--- src/design/iou_trk_ram.sv ---
module iou_trk_ram #(
   parameter int WIDTH = 8,
   parameter int DEPTH = 16
) (
   input  logic                                   clock,
   input  logic                                   wr_en,
   input  logic [(DEPTH > 1 ? $clog2(DEPTH) : 1)-1:0] wr_addr,
   input  logic [WIDTH-1:0]                       wr_data,
   input  logic                                   rd_en,
   input  logic [(DEPTH > 1 ? $clog2(DEPTH) : 1)-1:0] rd_addr,
   output logic [WIDTH-1:0]                       rd_data
);

   logic [WIDTH-1:0] mem_ff [DEPTH];
   logic [WIDTH-1:0] rd_data_ff;

   // write port
   always_ff @(posedge clock) begin
      if (wr_en) begin
         mem_ff[wr_addr] <= wr_data;
      end
   end

   // registered read, held while not enabled
   always_ff @(posedge clock) begin
      if (rd_en) begin
         rd_data_ff <= mem_ff[rd_addr];
      end
   end

   assign rd_data = rd_data_ff;

endmodule

--- config.mk ---
export PLATFORM = sky130hd
export DESIGN_NAME = iou_trk_ram
export DESIGN_NICKNAME = d
export VERILOG_FILES = /design/src/design/iou_trk_ram.sv
export SDC_FILE = /design/constraint.sdc
export NUM_CORES = 1
export LEC_CHECK = 0
export BUFFER_PORTS_ARGS = -buffer_cell sky130_fd_sc_hd__buf_2
export CORE_UTILIZATION = 30
export DETAILED_ROUTE_END_ITERATION = 8
export PLACE_DENSITY = 0.55
export SLEW_MARGIN = 20
export SYNTH_ARGS = -nofsm -noshare
export SYNTH_HDL_FRONTEND = slang
export SYNTH_SLANG_ARGS = --single-unit
--- constraint.sdc ---
create_clock -name clock -period 3.3 [get_ports clock]
set_clock_uncertainty 0.05 [all_clocks]
set_input_delay 0.165 -clock clock [delete_from_list [all_inputs] [get_ports clock]]
set_output_delay 0.165 -clock clock [all_outputs]
set_load 0.01 [all_outputs]
* Word level (Yosys, flattened, before mapping)
Memories as Yosys holds them, arrays and structs flattened. A register that Yosys moved wholly into a read port is not among the register bits.
Index checks and enable logic that the tools add are counted.
** Word-level totals
- Memory bits (writable) :: 128
- Logic and storage cells :: 3
- Memories kept :: 1
- Bits in registers :: 0
- Output and inout port bits :: 8
- Latch bits :: 0
- Bits in read-only memories :: 0
- Input port bits :: 19
** Operators by class
- Reductions and logical operators :: 0
- Shift operators :: 0
- $mul :: 0
- Div/mod/pow operators :: 0
- Mux-type cells :: 2
- Magnitude comparators :: 0
- Bitwise operators :: 0
- $add $sub $neg :: 0
- Eq/ne operators :: 0
** Memories
- mem_ff :: depth 16, width 8, rd ports 1, clocked after memory_dff 1, write ports 1, RTL line 14 : logic [WIDTH-1:0] mem_ff [DEPTH];
** Operators by type and width (number)
- 1-bit 2-to-1 mux :: 2

* Logic depth before layout (Yosys ltp)
- Depth in word-level cells :: 2
- Depth in mapped cells :: 5
- Mapped depth without buffers :: 3

* Least setup slack after synthesis
No wires, ideal clock.
- Kind :: input -> register
- Start :: input wr_addr[2] (netlist bit)
- End :: memory mem_ff[0][0], enable pin
- Cell stages on the path :: 2
- Library setup time :: 0.383 ns
- Path slack :: 1.592 ns
- Required time :: 2.867 ns
- Arrival :: 1.275 ns
- Path buffers :: 0
- Cell sequence :: or3b_2 > nor3_1
** RTL lines
- start, declared :: RTL line 7 : input logic [(DEPTH > 1 ? $clog2(DEPTH) : 1)-1:0] wr_addr,
- end, declared :: RTL line 14
No word-level cell before the write port.

==> results_dict.tcl <==
set metrics [dict create \
    p_switching_uw 739 \
    num_vias 2409 \
    ys_seq_area_share_pct 78.1 \
    post_drt_wl_per_cell_um 20.5 \
    ys_warn_count 0 \
    pre_cts_ws_ps 1190 \
    io-pin-count 27 \
    hold_buffers 0 \
    nets 288 \
    ff2ff_path_depth 3 \
    r2r-start "mem_ff[5][3]" \
    worst-path-max-fanout 32 \
    gp_congestion 0.703 \
    die_x_um 134 \
    antenna_left 0 \
    post-route-min-period_ps 1660 \
    path_depth 5 \
    syn_to_final_growth_pct 16.9 \
    fin_ws_ps 1640 \
    power.density_mw_per_mm2 629 \
    clock_power_share_pct 44.5 \
    drive_above_1_share_pct 25.1 \
    final_area_sq_mm 0.00611 \
    critPathLaunchType "primary input" \
    cts_setup_buffers 0 \
    p_leak_uw 0.00199 \
    slew_violations 0 \
    crit_required_ps 3410 \
    min_period_over_period_pct 50.2 \
    maxCapViolations 0 \
    via_per_inst 4.83 \
    r2r_slack_ps 1780 \
    end_kind "register" \
    grt_max_degree 33 \
    numPortBuffers 26 \
    grt_overflow_total 0 \
    yosysUniqueCellTypes 18 \
    cts.htree.levels 4 \
    syn_area_sq_mm 0.00523 \
    grt_pass1_vias 2501 \
    slew_headroom_pct 29.8 \
    p_comb_share_pct 4.5 \
    cp_slowest_cell "mux4_1" \
    power_switching_share_pct 19.2 \
    tns_ps 0 \
    rsz0062_at_grt "no" \
    max_freq_mhz 604 \
    die_y_um 134 \
    status "finished, final reports clean" \
    ir_drop_uv 367 \
    timing.rr.end "rd_data[3]" \
    antenna_cells 0 \
    crit_family "multiplexers" \
    grt_pass1_wl_um 15400 \
    cts_tree "yes" \
    crit_buf_inv 2 \
    whs_path_depth 1 \
    grt_antenna_before_repair 0 \
    start_util_pct 31.1 \
    clock_path_buffers 2 \
    max_stage_delay_ps 700 \
    die_area_sq_mm 0.0180 \
    seqPwrFrac_pct 51.0 \
    cp-endpoint "rd_data[3]" \
    syn_nets 248 \
    worstMarginPinSlew_ps 1050 \
    arrival_ps 1760 \
    std_cell_rows 47 \
    setup_viol 0 \
    core_sq_mm 0.0168 \
    grt_usage_pct 12.4 \
    drt_pass1_iterations 4 \
    cts_buffers 17 \
    route.detailed.drc 0 \
    placed_area_sq_mm 0.00558 \
    clkSlewWorstSetupHoldPaths_ps 60 \
    initialDrtViolationCount 294 \
    startpoint "rd_addr[0]" \
    syn_avg_cell_area_sq_um 22.8 \
    synthCells 229 \
    drt-total-wl_um 10200 \
    worstSetupPathType "in2reg" \
    root_buffer "clkbuf_16" \
    clk-insertion-delay-late_ps 410 \
    ys_seq_elements 136 \
    cts_resized 0 \
    dp_hpwl_um 6310 \
    path_cells "buf_2 -> buf_4 -> mux4_1 -> a22oi_1 -> nand2_1" \
    p_int_uw 3100 \
    final-hold-violation-count 0 \
    clock_sinks 136 \
    hp-class "in2reg" \
    total_power_uw 3840 \
]
==> registers in the layout (all words and copies together) (netlist names) <==
| signal | flops |
|---|---|
| mem_ff | 128 |
| rd_data | 8 |
==> power by group through the flow <==
stage	logic (uW)	registers [uW]	clock network, uW
after floorplan	98.2	1990	0
final	174	1960	1710
after detailed placement	177	1990	0
after global placement	174	1990	0
after CTS	177	1960	1740
after global routing	189	1960	1810
==> per-layer routing <==
metal	vias up	track usage (%)	routed length [um]
met4	0	4.86	180
li1	1061	-	-
met3	14	4.27	673
met2	87	18.3	4680
met5	-	0	0
met1	1247	16.9	4710
==> layout by cell type, fill, tap and decap left out <==
cell type | netlist | routed
buf_2 | 3 | 26
and2_1 | 1 | 1
nand3b_1 | 2 | 2
clkinv_2 | 0 | 1
nor3_1 | 4 | 4
nand2_1 | 9 | 9
clkinv_1 | 0 | 4
nand3_1 | 1 | 1
buf_4 | 1 | 5
clkbuf_1 | 0 | 5
nor2b_1 | 1 | 1
bufinv_16 | 0 | 2
nor2_1 | 13 | 13
edfxtp_1 | 136 | 136
a22oi_1 | 16 | 16
nand2b_1 | 2 | 2
mux4_1 | 14 | 14
and2b_1 | 1 | 1
mux4_2 | 18 | 18
clkbuf_16 | 0 | 17
or3b_2 | 1 | 1
==> worst min path at each step <==
stage / startpoint / end / slack (ps)
2_1_floorplan: wr_data[0] / mem_ff[0][0] / 210
3_5_place_dp: rd_en / rd_data[3] / 510
6_report: rd_en / rd_data[5] / 80
5_1_grt: rd_en / rd_data[5] / 80
3_3_place_gp: wr_data[7] / mem_ff[6][7] / 500
4_1_cts: rd_en / rd_data[5] / 70
==> through the flow <==
stage,hold slack (ps),utilization (%),std cells
6_report,75.9,36.3,499
5_1_grt,78.8,36.3,499
4_1_cts,70.1,36.3,499
3_5_place_dp,507,33.2,470
3_3_place_gp,498,33.2,470
2_1_floorplan,214,-,229
==> synthesized netlist by cell type, drive strengths merged <==
library cell   number  area, sq um
nand2b              2         12.5
clkdlybuf4s25       3         30.0
a22oi              16          120
nand2               9         33.8
nand3               1         5.00
edfxtp            136         4080
nor3                4         20.0
and2                1         6.26
nor2b               1         6.26
and2b               1         7.51
or3b                1         8.76
buf                 7         56.3
mux4               32          773
nor2               13         48.8
nand3b              2         15.0
==> logic make-up after synthesis <==
family	count (synthesis)	share of synthesized area, %
AO/OA/AOI/OAI	16	2.30
buffers and inverters	10	1.65
flip-flops	136	78.1
multiplexers	32	14.8
AND/OR/NAND/NOR	35	3.14
==> layout make-up <==
cell class | count | area, sq um
multi-input combinational | 83 | 1060
tap | 220 | 275
clock inverter | 7 | 80.1
timing repair buffer | 31 | 168
fill | 1565 | 10700
clock buffer | 22 | 444
sequential | 136 | 4080
(Power assumes the default switching activity.)
