--- src/design/iou_trk_pkg.sv ---
package iou_trk_pkg;

   // field widths
   localparam int COORD_W  = 14;
   localparam int SIZE_W   = 13;
   localparam int AREA_W   = 2 * SIZE_W;
   localparam int UNION_W  = AREA_W + 1;
   localparam int ID_W     = 17;
   localparam int SCORE_W  = 10;
   localparam int THR_W    = 10;
   localparam int BOX_W    = 2 * COORD_W + 2 * SIZE_W;
   localparam int ENTRY_W  = BOX_W + ID_W;
   localparam int REQ_W    = 56;
   localparam int RSP_W    = 32;

   // divider working width: numerator is area times the score scale
   localparam int DIV_W    = AREA_W + SCORE_W + 1;

   localparam logic [SCORE_W-1:0] SCORE_SCALE = 10'd1000;
   localparam logic [THR_W-1:0]   THR_RESET   = 10'd800;

   // parameter defaults
   localparam int MAX_TRACKS_DEF = 64;
   localparam int ID_MODULUS_DEF = 100000;

   // controller to datapath commands
   typedef struct packed {
      logic load;       // latch accepted box, clear best
      logic div_init;   // load numerator and shifted union
      logic div_step;   // one quotient bit
      logic compare;    // fold score into best
      logic finish;     // decide identity, load result register
   } cmd_type;

   // datapath to controller status
   typedef struct packed {
      logic last;       // latched frame end of the current box
   } status_type;

endpackage

--- src/design/iou_trk_ctrl.sv ---
module iou_trk_ctrl #(
   parameter int MAX_TRACKS = iou_trk_pkg::MAX_TRACKS_DEF
) (
   input  logic                             clock,
   input  logic                             reset,
   input  logic                             req_tvalid,
   output logic                             req_tready,
   output logic                             rsp_tvalid,
   input  logic                             rsp_tready,
   output iou_trk_pkg::cmd_type             cmd,
   input  iou_trk_pkg::status_type          status,
   output logic                             bank_sel,
   output logic                             rd_en,
   output logic [(MAX_TRACKS > 1 ? $clog2(MAX_TRACKS) : 1)-1:0] rd_addr,
   output logic                             wr_en,
   output logic [(MAX_TRACKS > 1 ? $clog2(MAX_TRACKS) : 1)-1:0] wr_addr
);

   localparam int IDX_W = MAX_TRACKS > 1 ? $clog2(MAX_TRACKS) : 1;
   localparam int CNT_W = $clog2(MAX_TRACKS + 1);
   localparam int DC_W  = $clog2(iou_trk_pkg::SCORE_W);

   localparam logic [2:0] S_IDLE  = 3'd0;
   localparam logic [2:0] S_ISSUE = 3'd1;
   localparam logic [2:0] S_MUL1  = 3'd2;
   localparam logic [2:0] S_MUL2  = 3'd3;
   localparam logic [2:0] S_MUL3  = 3'd4;
   localparam logic [2:0] S_DIV   = 3'd5;
   localparam logic [2:0] S_CMP   = 3'd6;
   localparam logic [2:0] S_FIN   = 3'd7;

   logic [2:0]       state_ff, state_in;
   logic [IDX_W-1:0] idx_ff, idx_in;
   logic [DC_W-1:0]  dcnt_ff, dcnt_in;
   logic [CNT_W-1:0] prev_cnt_ff, prev_cnt_in;
   logic [CNT_W-1:0] cur_cnt_ff, cur_cnt_in;
   logic             sel_ff, sel_in;
   logic             rsp_valid_ff, rsp_valid_in;
   logic             accept, slot_free, room;
   logic [CNT_W-1:0] cur_cnt_inc;

   assign accept      = req_tvalid && req_tready;
   assign slot_free   = !rsp_valid_ff || rsp_tready;
   assign room        = cur_cnt_ff < CNT_W'(MAX_TRACKS);
   assign cur_cnt_inc = room ? cur_cnt_ff + 1'b1 : cur_cnt_ff;

   // sequence one box over all stored boxes
   always_comb begin
      state_in     = state_ff;
      idx_in       = idx_ff;
      dcnt_in      = dcnt_ff;
      prev_cnt_in  = prev_cnt_ff;
      cur_cnt_in   = cur_cnt_ff;
      sel_in       = sel_ff;
      rsp_valid_in = rsp_valid_ff;
      cmd          = '0;
      rd_en        = 1'b0;
      wr_en        = 1'b0;
      if (rsp_valid_ff && rsp_tready) begin
         rsp_valid_in = 1'b0;
      end
      unique case (state_ff)
         S_IDLE: begin
            if (accept) begin
               cmd.load = 1'b1;
               idx_in   = '0;
               state_in = (prev_cnt_ff == '0) ? S_FIN : S_ISSUE;
            end
         end
         S_ISSUE: begin
            rd_en    = 1'b1;
            state_in = S_MUL1;
         end
         S_MUL1: state_in = S_MUL2;
         S_MUL2: state_in = S_MUL3;
         S_MUL3: begin
            cmd.div_init = 1'b1;
            dcnt_in      = '0;
            state_in     = S_DIV;
         end
         S_DIV: begin
            cmd.div_step = 1'b1;
            dcnt_in      = dcnt_ff + 1'b1;
            if (dcnt_ff == DC_W'(iou_trk_pkg::SCORE_W - 1)) begin
               state_in = S_CMP;
            end
         end
         S_CMP: begin
            cmd.compare = 1'b1;
            if (CNT_W'(idx_ff) + CNT_W'(1) == prev_cnt_ff) begin
               state_in = S_FIN;
            end else begin
               idx_in   = idx_ff + 1'b1;
               state_in = S_ISSUE;
            end
         end
         S_FIN: begin
            if (slot_free) begin
               cmd.finish   = 1'b1;
               wr_en        = room;
               rsp_valid_in = 1'b1;
               state_in     = S_IDLE;
               if (status.last) begin
                  prev_cnt_in = cur_cnt_inc;
                  cur_cnt_in  = '0;
                  sel_in      = !sel_ff;
               end else begin
                  cur_cnt_in  = cur_cnt_inc;
               end
            end
         end
         default: state_in = S_IDLE;
      endcase
   end

   // control registers
   always_ff @(posedge clock) begin
      if (reset) begin
         state_ff     <= S_IDLE;
         prev_cnt_ff  <= '0;
         cur_cnt_ff   <= '0;
         sel_ff       <= 1'b0;
         rsp_valid_ff <= 1'b0;
      end else begin
         state_ff     <= state_in;
         prev_cnt_ff  <= prev_cnt_in;
         cur_cnt_ff   <= cur_cnt_in;
         sel_ff       <= sel_in;
         rsp_valid_ff <= rsp_valid_in;
      end
   end

   always_ff @(posedge clock) begin
      idx_ff  <= idx_in;
      dcnt_ff <= dcnt_in;
   end

   assign req_tready = (state_ff == S_IDLE);
   assign rsp_tvalid = rsp_valid_ff;
   assign bank_sel   = sel_ff;
   assign rd_addr    = idx_ff;
   assign wr_addr    = cur_cnt_ff[IDX_W-1:0];

endmodule

--- config.mk ---
export PLATFORM = sky130hd
export DESIGN_NAME = iou_trk_ctrl
export DESIGN_NICKNAME = d
export VERILOG_FILES = /design/src/design/iou_trk_pkg.sv /design/src/design/iou_trk_ctrl.sv
export SDC_FILE = /design/constraint.sdc
export NUM_CORES = 1
export LEC_CHECK = 0
export BUFFER_PORTS_ARGS = -buffer_cell sky130_fd_sc_hd__buf_2
export CORE_ASPECT_RATIO = 0.5
export CORE_UTILIZATION = 50
export CTS_BUF_LIST = sky130_fd_sc_hd__clkbuf_4 sky130_fd_sc_hd__clkbuf_8
export DETAILED_ROUTE_END_ITERATION = 16
export GPL_TIMING_DRIVEN = 0
export PLACE_DENSITY = 0.75
export SETUP_SLACK_MARGIN = 0.15
export SYNTH_ARGS = -nofsm -noshare
export SYNTH_HDL_FRONTEND = slang
export SYNTH_SLANG_ARGS = --single-unit
export TNS_END_PERCENT = 100
--- constraint.sdc ---
create_clock -name clock -period 2.6 [get_ports clock]
set_input_delay 0.13 -clock clock [delete_from_list [all_inputs] [get_ports clock]]
set_output_delay 0.13 -clock clock [all_outputs]
set_load 0.02 [all_outputs]
# Word-level counts from Yosys, hierarchy flattened
# Index checks and enable logic that the tools add are counted.
# op_classes
n_addsub	4
order_cmp	1
eq_ne	13
mux	25
n_reduce_logical	13
# op_table
op	n
$pmux 3 s8	1
$mux 3	5
$mux 7	2
$mux 1	13
$eq 3x3->1 const B	4
$mux 6	2
$pmux 6 s2	1
$reduce_and 3->1	3
$pmux 4 s2	1
$add 6x1->7 const B	1
$add 7x1->7 const B	1
$eq 7x7->1	1
$logic_not 7->1	1
$lt 7x7->1 const B	1
$add 6x1->6 const B	1
$eq 3x2->1 const B	2
$ne 2x2->1 const B	3
$add 4x1->4 const B	1
$eq 4x4->1 const B	1
$reduce_bool 2->1	2
$eq 3x1->1 const B	1
$logic_not 3->1	1
$logic_and 1x1->1	2
$logic_not 1->1	2
other kinds (3)	3
# word_totals
register_bits	29
in_bits	5
out_inout_bits	22
wordCells	63

# Logic depth before layout (Yosys ltp)
# logic_depth
ltp_word	4
ltp_mapped	8
depth_no_buf	7

# Least setup slack after synthesis
# OpenSTA, ideal clock, no wires.
# synth_path
path_kind	reg-to-reg
start	register idx_ff[0], in the netlist rd_addr[0]
end	register idx_ff[0], in the netlist rd_addr[0] (enable)
setup_time_ps	255
arrival_time_ps	2374
t_required_ps	2345
setup_slack_ps	-29
stages_incl_launch_ff	7
n_path_buf	0
period_less_slack_ps	2629
path_cell_list	edfxtp_1 > ha_1 > xnor2_1 > xnor2_1 > or4_1 > or4_4 > a21o_2
# synth_via
elab_chain_cells	4
# synth_rtl
item	line	source
from (decl)	iou_trk_ctrl.sv:33	logic [IDX_W-1:0] idx_ff, idx_in;
from (signal assigned)	iou_trk_ctrl.sv:134	idx_ff <= idx_in;
$add 6x1->7	iou_trk_ctrl.sv:90	if (CNT_W'(idx_ff) + CNT_W'(1) == prev_cnt_ff) begin
$eq 7x7->1	iou_trk_ctrl.sv:90	
$ne 2x2->1 (no line)	--	
$reduce_and 3->1 (no line)	--	
# Every way passes these cells.
# A chain may end at the register's enable or synchronous reset.

# Worst setup path in the final report
# layout_path
start	register idx_ff[1], in the netlist rd_addr[1]
end	register idx_ff[3], in the netlist rd_addr[3] (enable)
# The elaborated chain is that of the path after synthesis.

==> results.yml <==
power:
  power.density_mw_per_mm2: 842
  ir_worst_vdd_mv: 0.349
  swShare: 0.374
  p_int_mw: 0.990
  report.power.total_mw: 1.58
  clockPowerShare: 0.226
  sequentialPowerShare: 0.394
  comb_power_share: 0.380
  leakagePower_nw: 0.800
  p_sw_mw: 0.592
worst_hold_path:
  hold_start: "rsp_tready"
  holdPathStages: 3
  hold_end: "rsp_tvalid"
  hold_class: "in -> reg"
clock_tree:
  clock_tree.root_cell: "clkbuf_8"
  htree_levels: 2
  clockBufferDepth: 2
  cts_buffers: 5
  clkLatencyLatePin_ps: 280
  post_cts_buffers: 1
  cts_resized: 0
  cts_sinks: 29
  cts.clk_slew.worst_paths_ps: 60
  cts_tree: "built"
  ctsHoldBuffers: 0
synthesis:
  synth_cells: 178
  ys_warn_count: 0
  ys_async_sr_fraction: 0
  synth_edf_count: 10
  ys.flop_type: "dfxtp_1"
  avgSynthCellArea_sq_um: 8.91
  ys_seq_area_frac: 0.429
  yosys_register_bits: 29
  synth_common_cells: "nor2_1 (33), dfxtp_1 (19), xnor2_1 (13)"
  synth_cell_types: 38
  yosysTopAreaCell: "dfxtp_1"
  synth_top_area_share: 0.240
  syn_nets: 187
  yosysMostFrequentCell: "nor2_1"
  syn_area_sq_mm: 0.00159
  yosys-top-cells-area: "dfxtp_1 (24%), edfxtp_1 (19%), nor2_1 (7.8%), xnor2_1 (7.2%), xor2_1 (4.4%)"
die:
  die_area_sq_mm: 0.00342
  num_rows: 14
  num_io_pins: 27
  start_util: 0.527
  core_area_sq_mm: 0.00301
  die_x_um: 81.7
  chipHeight_um: 41.8
worst_setup_path:
  arrival_ps: 2430
  critical_path.reg2reg.endpoint: "rd_addr[3]"
  r2r_setup_slack_ps: 210
  setup.worst_path.end_class: "flop"
  reg2reg_from: "rd_addr[1]"
  crit_type: "reg -> reg"
  cp.required_ps: 2640
  rr_worst_depth: 6
  startpoint_type: "flop"
  worstPathMaxFanout: 6
timing:
  worstMarginPinSlew_ps: 439
  setup_viol: 0
  period_needed_ps: 2390
  hold_viol: 0
  fin_setup_tns_ps: 0
  relSlewSlack: 0.706
  rsz0062_at_grt: "false"
  drv_slew: 0
  finalCritPeriodShare: 0.920
  finClkSkew_ps: 4.21
  fin_ws_ps: 207
  hold_slack_ps: 204
  max_freq_mhz: 418
grt:
  grt_pass1_wl_mm: 5.09
  antenna_found_initial: 0
  grt_usage: 0.200
  grt_start_max_net_pins: 11
  grt_pass1_vias: 1128
  globalRoute.totalOverflow: 0
drt:
  postRouteAntennaNets: 0
  avgRoutedWirePerCell_um: 12.0
  viasPerCell: 5.06
  detail_route.iter0.violations: 123
  vias: 1280
  drt-total-wl_mm: 3.05
  first_pass_iters: 4
  drcViolationCount: 0
finish:
  finalNetCount: 221
  stdcell_count: 253
  stdcell_area_sq_mm: 0.00188
  final_util: 0.624
  diodes: 0
  drive_above_1_share: 0.230
  area_delta_synth_final_pct: 18.5
run_status:
  status: "complete, no violations"
run:
  drv_cap: 0
place:
  hpwl_mm: 2.20
  postPlaceCellArea_sq_mm: 0.00178
  dpl.cell_count: 243
  gp_congestion: 0.867
  portBuffers: 25
  dp_slack_ps: 147
==> how the worst max path moves through the flow <==
| stage | slack (ps) | to | from |
|---|---|---|---|
| finish | 210 | rd_addr[3] | rd_addr[1] |
| floorplan | 170 | rd_addr[0] | rd_addr[0] |
| global route | 160 | rd_addr[0] | rd_addr[1] |
| detailed placement | 150 | rd_addr[3] | rd_addr[0] |
| CTS | 200 | rd_addr[2] | rd_addr[1] |
| global placement | 160 | rd_addr[0] | rd_addr[0] |
==> layout by cell type (no fill, tap or decap), types with 5 or more instances in the layout <==
| cell | synthesis | final |
|---|---|---|
| buf_2 | 0 | 25 |
| dfxtp_1 | 19 | 19 |
| clkbuf_1 | 9 | 9 |
| nand3_1 | 7 | 7 |
| xor2_1 | 8 | 8 |
| nand2_1 | 6 | 6 |
| inv_1 | 8 | 8 |
| a21oi_1 | 5 | 5 |
| xnor2_1 | 13 | 12 |
| nor2_1 | 33 | 33 |
| edfxtp_1 | 10 | 10 |
| clkbuf_8 | 0 | 5 |
| buf_4 | 6 | 8 |
| nor3_1 | 9 | 9 |
==> flip-flops by register name, indices dropped and copies added, names as in the netlist <==
register     count
prev_cnt_ff      7
rsp_tvalid       1
cur_cnt_ff       7
rd_addr          6
dcnt_ff          4
bank_sel         1
state_ff         3
==> power groups by stage <==
stage          clock network, mW  logic [mW]  registers [mW]
2_1_floorplan                  0       0.410           0.659
3_3_place_gp                   0       0.565           0.633
3_5_place_dp                   0       0.576           0.638
4_1_cts                    0.366       0.596           0.622
5_1_grt                    0.390       0.659           0.635
6_report                   0.357       0.602           0.623
==> layout make-up <==
cell class	count	area [sq um]
fill	268	1130
multi-input combinational	126	813
sequential	29	681
timing repair buffer	27	140
buffer	15	78.8
clock buffer	6	76.3
tap	40	50.0
inverter	8	30.0
clock inverter	2	10.0
==> per-layer routing <==
layer / share of wire / GRT usage / up-vias / wire [um]
met1: 0.51 / 0.276 / 575 / 1560
met2: 0.43 / 0.303 / 23 / 1320
met4: 0.0079 / 0.0526 / 0 / 24
li1: - / - / 677 / -
met3: 0.047 / 0.0659 / 5 / 144
met5: 0 / 0 / - / 0
==> worst max-delay path, stage by stage (launching register included) <==
cell	delay [ps]
edfxtp_1	440
ha_2	240
xnor2_2	210
xnor2_1	90
or4_1	460
or4_4	460
a21o_4	260
==> cell families (layout without fill, tap and decap cells) <==
kind of cell,Yosys count,after routing,share of synthesized area
buffers and inverters,23,58,0.0686
AND/OR/NAND/NOR,74,74,0.229
XOR/XNOR,21,21,0.116
adder cells (fa/ha/maj),4,4,0.0315
AO/OA/AOI/OAI,25,25,0.113
multiplexers,2,2,0.0126
flip-flops,29,29,0.429
Note: power is estimated with default switching activity, not from simulation.
