<file path="config.mk">
export PLATFORM = sky130hd
export DESIGN_NAME = iou_trk_dp
export DESIGN_NICKNAME = d
export VERILOG_FILES = /design/src/design/iou_trk_pkg.sv /design/src/design/iou_trk_dp.sv
export SDC_FILE = /design/constraint.sdc
export NUM_CORES = 2
export LEC_CHECK = 0
export BUFFER_PORTS_ARGS = -buffer_cell sky130_fd_sc_hd__buf_2
export CORE_MARGIN = 1.5
export CORE_UTILIZATION = 45
export CTS_CLUSTER_DIAMETER = 150
export DETAILED_ROUTE_END_ITERATION = 16
export PLACE_DENSITY_LB_ADDON = 0.15
export SLEW_MARGIN = 20
export SYNTH_ARGS = -nofsm -noshare
export SYNTH_HDL_FRONTEND = slang
export SYNTH_SLANG_ARGS = --single-unit
</file>
<file path="constraint.sdc">
create_clock -name clock -period 9.5 [get_ports clock]
set_input_delay 0.95 -clock clock [delete_from_list [all_inputs] [get_ports clock]]
set_output_delay 0.95 -clock clock [all_outputs]
set_load 0.01 [all_outputs]
</file>
<file path="src/design/iou_trk_pkg.sv">
package iou_trk_pkg;

   // field widths
   localparam int COORD_W  = 14;
   localparam int SIZE_W   = 13;
   localparam int AREA_W   = 2 * SIZE_W;
   localparam int UNION_W  = AREA_W + 1;
   localparam int ID_W     = 17;
   localparam int SCORE_W  = 10;
   localparam int THR_W    = 10;
   localparam int BOX_W    = 2 * COORD_W + 2 * SIZE_W;
   localparam int ENTRY_W  = BOX_W + ID_W;
   localparam int REQ_W    = 56;
   localparam int RSP_W    = 32;

   // divider working width: numerator is area times the score scale
   localparam int DIV_W    = AREA_W + SCORE_W + 1;

   localparam logic [SCORE_W-1:0] SCORE_SCALE = 10'd1000;
   localparam logic [THR_W-1:0]   THR_RESET   = 10'd800;

   // parameter defaults
   localparam int MAX_TRACKS_DEF = 64;
   localparam int ID_MODULUS_DEF = 100000;

   // controller to datapath commands
   typedef struct packed {
      logic load;       // latch accepted box, clear best
      logic div_init;   // load numerator and shifted union
      logic div_step;   // one quotient bit
      logic compare;    // fold score into best
      logic finish;     // decide identity, load result register
   } cmd_type;

   // datapath to controller status
   typedef struct packed {
      logic last;       // latched frame end of the current box
   } status_type;

endpackage

</file>
<file path="src/design/iou_trk_dp.sv">
module iou_trk_dp #(
   parameter int ID_MODULUS = iou_trk_pkg::ID_MODULUS_DEF
) (
   input  logic                                  clock,
   input  logic                                  reset,
   input  iou_trk_pkg::cmd_type                  cmd,
   output iou_trk_pkg::status_type               status,
   input  logic [iou_trk_pkg::REQ_W-1:0]         req_tdata,
   input  logic                                  req_tlast,
   input  logic                                  csr_write,
   input  logic [iou_trk_pkg::THR_W-1:0]         csr_data,
   input  logic [iou_trk_pkg::ENTRY_W-1:0]       rd_entry,
   output logic [iou_trk_pkg::ENTRY_W-1:0]       wr_entry,
   output logic [iou_trk_pkg::ID_W-1:0]          rsp_track_id,
   output logic                                  rsp_is_new,
   output logic [iou_trk_pkg::SCORE_W-1:0]       rsp_best_score,
   output logic                                  rsp_last
);

   localparam int CW = iou_trk_pkg::COORD_W;
   localparam int SW = iou_trk_pkg::SIZE_W;
   localparam int AW = iou_trk_pkg::AREA_W;
   localparam int UW = iou_trk_pkg::UNION_W;
   localparam int DW = iou_trk_pkg::DIV_W;
   localparam int QW = iou_trk_pkg::SCORE_W;
   localparam int IW = iou_trk_pkg::ID_W;

   // current box
   logic signed [CW-1:0] ax_ff, ay_ff;
   logic [SW-1:0]        aw_ff, ah_ff;
   logic [AW-1:0]        area_a_ff;
   logic                 last_ff;

   // stored box fields from the read port
   logic signed [CW-1:0] bx, by;
   logic [SW-1:0]        bw, bh;
   logic [IW-1:0]        bid;

   logic signed [CW:0]   ra, rb, ba, bb, x_lo, x_hi, y_lo, y_hi;
   logic signed [CW+1:0] iw_s, ih_s;

   logic [SW-1:0]        iw_ff, ih_ff;
   logic                 ok_ff;
   logic [AW-1:0]        area_b_ff;
   logic [AW-1:0]        inter_ff;

   logic [DW-1:0]        rem_ff, dsh_ff;
   logic [QW-1:0]        q_ff;
   logic [UW-1:0]        uni;
   logic [QW-1:0]        score;

   logic [QW-1:0]        best_ff;
   logic [IW-1:0]        best_id_ff;
   logic [iou_trk_pkg::THR_W-1:0] thr_ff;
   logic [IW-1:0]        fresh_ff;
   logic                 inherit;
   logic [IW-1:0]        new_id;

   assign bx  = rd_entry[CW-1:0];
   assign by  = rd_entry[2*CW-1:CW];
   assign bw  = rd_entry[2*CW+SW-1:2*CW];
   assign bh  = rd_entry[iou_trk_pkg::BOX_W-1:2*CW+SW];
   assign bid = rd_entry[iou_trk_pkg::ENTRY_W-1:iou_trk_pkg::BOX_W];

   // edges of both boxes and overlap extents
   always_comb begin
      ra   = (CW+1)'(ax_ff) + $signed({2'b00, aw_ff});
      rb   = (CW+1)'(bx) + $signed({2'b00, bw});
      ba   = (CW+1)'(ay_ff) + $signed({2'b00, ah_ff});
      bb   = (CW+1)'(by) + $signed({2'b00, bh});
      x_hi = (ra < rb) ? ra : rb;
      x_lo = (ax_ff > bx) ? (CW+1)'(ax_ff) : (CW+1)'(bx);
      y_hi = (ba < bb) ? ba : bb;
      y_lo = (ay_ff > by) ? (CW+1)'(ay_ff) : (CW+1)'(by);
      iw_s = (CW+2)'(x_hi) - (CW+2)'(x_lo);
      ih_s = (CW+2)'(y_hi) - (CW+2)'(y_lo);
   end

   assign uni   = UW'(area_a_ff) + UW'(area_b_ff) - UW'(inter_ff);
   assign score = ok_ff ? q_ff : '0;

   // latch the accepted box
   always_ff @(posedge clock) begin
      if (cmd.load) begin
         ax_ff     <= req_tdata[CW-1:0];
         ay_ff     <= req_tdata[2*CW-1:CW];
         aw_ff     <= req_tdata[2*CW+SW-1:2*CW];
         ah_ff     <= req_tdata[iou_trk_pkg::BOX_W-1:2*CW+SW];
         area_a_ff <= req_tdata[2*CW+SW-1:2*CW] * req_tdata[iou_trk_pkg::BOX_W-1:2*CW+SW];
         last_ff   <= req_tlast;
      end
   end

   // overlap and product stages
   always_ff @(posedge clock) begin
      ok_ff     <= (iw_s > 0) && (ih_s > 0);
      iw_ff     <= iw_s[SW-1:0];
      ih_ff     <= ih_s[SW-1:0];
      area_b_ff <= bw * bh;
      inter_ff  <= iw_ff * ih_ff;
   end

   // restoring divider, one quotient bit per step
   always_ff @(posedge clock) begin
      if (cmd.div_init) begin
         rem_ff <= DW'(inter_ff) * DW'(iou_trk_pkg::SCORE_SCALE);
         dsh_ff <= DW'(uni) << (QW - 1);
         q_ff   <= '0;
      end else if (cmd.div_step) begin
         if (rem_ff >= dsh_ff) begin
            rem_ff <= rem_ff - dsh_ff;
            q_ff   <= {q_ff[QW-2:0], 1'b1};
         end else begin
            q_ff   <= {q_ff[QW-2:0], 1'b0};
         end
         dsh_ff <= dsh_ff >> 1;
      end
   end

   // keep first strictly highest score
   always_ff @(posedge clock) begin
      if (cmd.load) begin
         best_ff <= '0;
      end else if (cmd.compare && (score > best_ff)) begin
         best_ff    <= score;
         best_id_ff <= bid;
      end
   end

   assign inherit = (best_ff != '0) && (best_ff > thr_ff);
   assign new_id  = inherit ? best_id_ff : fresh_ff;

   // threshold register and fresh identity counter
   always_ff @(posedge clock) begin
      if (reset) begin
         thr_ff   <= iou_trk_pkg::THR_RESET;
         fresh_ff <= '0;
      end else begin
         if (csr_write) begin
            thr_ff <= csr_data;
         end
         if (cmd.finish && !inherit) begin
            fresh_ff <= (fresh_ff == IW'(ID_MODULUS - 1)) ? '0 : fresh_ff + 1'b1;
         end
      end
   end

   // result register
   always_ff @(posedge clock) begin
      if (cmd.finish) begin
         rsp_track_id   <= new_id;
         rsp_is_new     <= !inherit;
         rsp_best_score <= best_ff;
         rsp_last       <= last_ff;
      end
   end

   assign wr_entry    = {new_id, ah_ff, aw_ff, ay_ff, ax_ff};
   assign status.last = last_ff;

endmodule

</file>
Word-level counts from Yosys, hierarchy flattened --
Cells that the tools add are included.
Cells by class: eq/ne operators 1, shift operators 0, reductions and logical operators 11, $mul 4, bitwise gates (word level) 1, mux-type cells 13, order comparisons 9, add/sub/neg operators 10, div/mod/pow operators 0
Operators with widths (number):
- $mux W36 | 5
- $mul A13 B13 Y26 | 3
- $add A14 B14 Y15 | 4
- $mux W15 | 4
- $ge A37 B36 Y1 | 1
- $sub A37 B36 Y37 | 1
- $mux W17 | 2
- $mul A26 B7 Y33 const B | 1
- $gt A16 B1 Y1 const B | 2
- $sub A15 B15 Y16 | 2
- $lt A15 B15 Y1 | 2
- $gt A14 B14 Y1 | 2
- $add A26 B26 Y27 | 1
- $sub A27 B26 Y27 | 1
- $gt A10 B10 Y1 | 2
- $add A17 B1 Y17 const B | 1
- $eq A17 B17 Y1 const B | 1
- $mux W10 | 1
- $reduce_bool A10 Y1 | 1
- $reduce_and A2 Y1 | 3
- $logic_and A1 B1 Y1 | 4
- $reduce_bool A2 Y1 | 2
- $logic_not A1 Y1 | 1
- $mux W1 | 1
- $not A1 Y1 | 1
Word-level totals: bits in latches 0, RAM bits 0, output and inout bits 101, bits in read-only memories 0, flip-flop bits (word level) 326, logic and storage cells 73, bits of input ports 146, memories kept 0

Logic depth before layout (Yosys ltp) --
depth after elaboration 6, gate-level depth with buffers 36, gate-level depth less buffers 35

Worst setup path before layout --
Ideal clock, no wire load.
path kind input -> register, start point input rd_entry[15] in the netlist's numbering, end point register ok_ff, stages on the path 31, arrival time 7314 ps, library setup time 115 ps, buffers on the path 1, setup slack 2071 ps, data required time 9385 ps, path through ha_1 > a21o_1 > a21oi_1 > o21bai_1 > a21oi_1 > nor2b_1 > or2_2 > a221o_1 > o41ai_1 > xnor2_1 > inv_1 > ha_1 > and4_1 > a21oi_1 > nor2b_1 > o21ai_0 > o21bai_1 > o221ai_1 > a31oi_1 > buf_4 > mux2i_1 > ha_1 > a21o_1 > a21o_1 > a2111oi_0 > nor3_1 > a2111oi_0 > o21ai_0 > mux2i_1 > nand4b_1 > and3_1
On the way: cells in the longest elaborated chain, start to end 6, elaborated cells on any way between the ends 8, classes of those cells add/sub: 2; order compare: 3; mux: 2; reduce/logical: 1
RTL lines:
- start, declared | RTL line iou_trk_dp.sv:12 | input logic [iou_trk_pkg::ENTRY_W-1:0] rd_entry,
- $add A14 B14 Y15 | RTL line iou_trk_dp.sv:70 | bb = (CW+1)'(by) + $signed({2'b00, bh});
- $lt A15 B15 Y1 | RTL line iou_trk_dp.sv:73 | y_hi = (ba < bb) ? ba : bb;
- $mux W15 | RTL line iou_trk_dp.sv:73
- $sub A15 B15 Y16 * | RTL line iou_trk_dp.sv:76 | ih_s = (CW+2)'(y_hi) - (CW+2)'(y_lo);
- $gt A16 B1 Y1 * | RTL line iou_trk_dp.sv:96 | ok_ff <= (iw_s > 0) && (ih_s > 0);
- $logic_and A1 B1 Y1 * | RTL line iou_trk_dp.sv:96
- end signal, assigned | RTL line iou_trk_dp.sv:96
- end, declared | RTL line iou_trk_dp.sv:43 | logic ok_ff;
Mark *: on every way between the ends. The rest lies on a longest branch, timed or not. A chain may end at the register's enable or synchronous reset.

Final worst setup path --
start point input rd_entry[42] in the netlist's numbering, end point register ok_ff
On the way: cells in the longest elaborated chain, start to end 6
RTL lines (RTL line):
- $add A14 B14 Y15 * | iou_trk_dp.sv:70
- $lt A15 B15 Y1 | iou_trk_dp.sv:73
- $mux W15 * | iou_trk_dp.sv:73
- $sub A15 B15 Y16 * | iou_trk_dp.sv:76
- $gt A16 B1 Y1 * | iou_trk_dp.sv:96
- $logic_and A1 B1 Y1 * | iou_trk_dp.sv:96
Marked as above.

==> results.toml <==
[run_status]
run_status = "complete, but fails checks"
failed_checks = "DRC"

[clocking]
htree_levels = 2
hold_buffers = 0
postCtsSetupBuffers = 0
numCtsBuffers = 43
tritoncts = "done"
cts_buffer_depth = 3
ctsResizeCount = 0
clock_latency_ps = 630
cts.sinks = 326
path_clk_slew_ps = 60
root_buffer = "clkbuf_16"

[finish]
syn_to_final_growth_pct = 9.418
layout_common_cells = "694 x inv_1, 506 x ha_1, 490 x fa_1"
fin_util_pct = 49.81
final_common_cell = "inv_1"
fin_area_sq_um = 44090
fin_nets = 5568
drive_gt1_share_pct = 8.832

[worst_setup_path]
path_class = "in -> reg"
required_ps = 10010
path_max_fanout = 14
arrival_ps = 8390
critPathCaptureType = "flip-flop"
crit_slowest_cell = "a2111oi_0"
cpPeakStageDelay_ps = 630
startpoint_type = "input pin"

[logic_synthesis]
syn_area_sq_um = 40290
async_flop_share_pct = 0
synthCells = 4247
synthFlopType = "edfxtp_1"
yosys_warnings = 0
synthesis.nets = 5389
avgSynthCellArea_sq_um = 9.488
synth-edff-count = 187
synth_cell_types = 83
synth_seq_area_share_pct = 20.84
ys_ff_latch = 326

[timing]
clock_skew_ps = 35.07
min_period_ps = 7873
hold_viol = 0
fmax_mhz = 127.0
slew-limit-headroom_pct = 35.44
rsz0062_at_grt = "no"
fin_crit_sh_pct = 82.87
slew_violations = 0
tightest_slew_ps = 968.3
tns_ps = 0
final-setup-viol-count = 0

[global_routing]
grt_pass1_wl_mm = 162.2
grt_start_max_net_pins = 89
grt_overflow = 0
antenna_found_initial = 10
grt_pass1_vias = 30160
grtUsageTotal_pct = 22.52

[min_path]
hp-class = "reg -> reg"

[route]
via_per_inst = 5.229
dr.pass1.iters = 11
drtAntennaViolNets = 0
wl_per_cell_um = 17.81
via_count = 29440
drcViolationCount = 14
wl_mm = 100.3
drt_iter0_markers = 1331

[floorplan]
core_area_sq_um = 88510
start_util_pct = 45.52
die_y_um = 302.2
rows = 109
fp.dieW_um = 302.2
die_area_sq_um = 91350
ios = 247

[placed_design]
gp_congestion = 0.9015
dp_hpwl_mm = 81.51
io_buffers = 244
placed_cell_area_sq_um = 42600

[job]
maxCapViolations = 0
## worst paths after layout
path | cells past startpoint | startpoint | end | slack, ps
hold / removal | 2 | rem_ff[0] | rem_ff[0] | 450
setup / recovery | 31 | rd_entry[42] | ok_ff | 1630
setup reg to reg | 29 | ax_ff[1] | ok_ff | 1840
hold reg to reg | 2 | rem_ff[0] | rem_ff[0] | 450
## synthesized netlist by cell type (all sizes together), types with 5 or more instances
library cell	instances	area share, %
inv	694	6.5
ha	506	16
fa	490	24
nand2	482	4.5
and2	203	3.2
a21oi	190	2.4
edfxtp	187	14
nor2	174	1.6
dfxtp	139	6.9
xnor2	125	2.7
clkbuf	106	0.99
o21ai	105	1.3
xor2	87	1.9
a21o	85	1.6
mux2i	79	2.0
nor3	54	0.67
nand3	45	0.56
nor2b	38	0.59
and3	31	0.48
mux2	29	0.81
o21bai	29	0.54
o31ai	28	0.52
nand2b	26	0.40
nand4	26	0.40
o21a	26	0.48
a31oi	22	0.34
o211ai	21	0.39
or2	20	0.31
or3	18	0.28
buf	16	0.21
a22o	15	0.33
a211oi	14	0.26
a2111oi	12	0.27
nor4	11	0.17
a211o	10	0.22
nand3b	8	0.15
o2111ai	7	0.15
a21boi	6	0.11
a31o	6	0.13
o41ai	6	0.13
or4	6	0.12
a221oi	5	0.12
## layout make-up
type,instances,area [sq um]
fillers,8421,44420
multi-input cells,3105,28830
flip-flops and latches,326,8398
inverters,694,2605
well taps,1165,1458
repair buffers,256,1316
clock buffers,55,1182
clock inverters,25,291.5
diodes,5,12.51
## sequential cells by signal (all words and copies together), names as in the netlist, 13 cells and up
register / count
fresh_ff: 17
iw_ff: 13
ah_ff: 13
best_id_ff: 17
rem_ff: 37
ih_ff: 13
ax_ff: 14
area_b_ff: 26
rsp_track_id: 17
dsh_ff: 36
aw_ff: 13
ay_ff: 14
area_a_ff: 26
inter_ff: 26
## through the flow
step           hold slack [ps]  std cells  setup WS (ps)
2_1_floorplan            436.3       4247           2071
3_5_place_dp             446.5       5546           1058
5_1_grt                  473.5       5630          883.7
4_1_cts                  455.4       5626           1678
6_report                 453.1       5631           1627
3_3_place_gp             444.4       5546           1136
## critical path: cells and delay by family
kind | cells | cell delay, ps
and+or+nand+nor | 7 | 1130
AOI/OAI and AO/OA | 15 | 4150
adders and majority gates | 3 | 950
buffers and inverters | 3 | 620
muxes | 2 | 360
xor gates and xnor gates | 1 | 190
## per-layer routing
layer / global-route usage [%] / up-vias / part of all wire [%]
met3: 2.693 / 129 / 3.9
met4: 7.607 / 8 / 3.2
met2: 36.89 / 532 / 46
met1: 30.89 / 14400 / 47
met5: 0 / - / 0.048
li1: - / 14380 / -
## cell families (layout without fill, tap and decap cells)
| logic type | after synthesis | after routing | synth area share (%) |
|---|---|---|---|
| and+or+nand+nor | 1159 | 1159 | 13.77 |
| adders and majority gates | 996 | 996 | 40.06 |
| buffers and inverters | 816 | 1030 | 7.670 |
| AOI/OAI and AO/OA | 630 | 630 | 10.28 |
| DFF | 326 | 326 | 20.84 |
| xor gates and xnor gates | 212 | 212 | 4.608 |
| muxes | 108 | 108 | 2.773 |
| other | 0 | 5 | 0 |
Power is left out: the tool's default activity adds up to more than one toggle a clock period on the data nets, which glitch-free logic cannot reach.
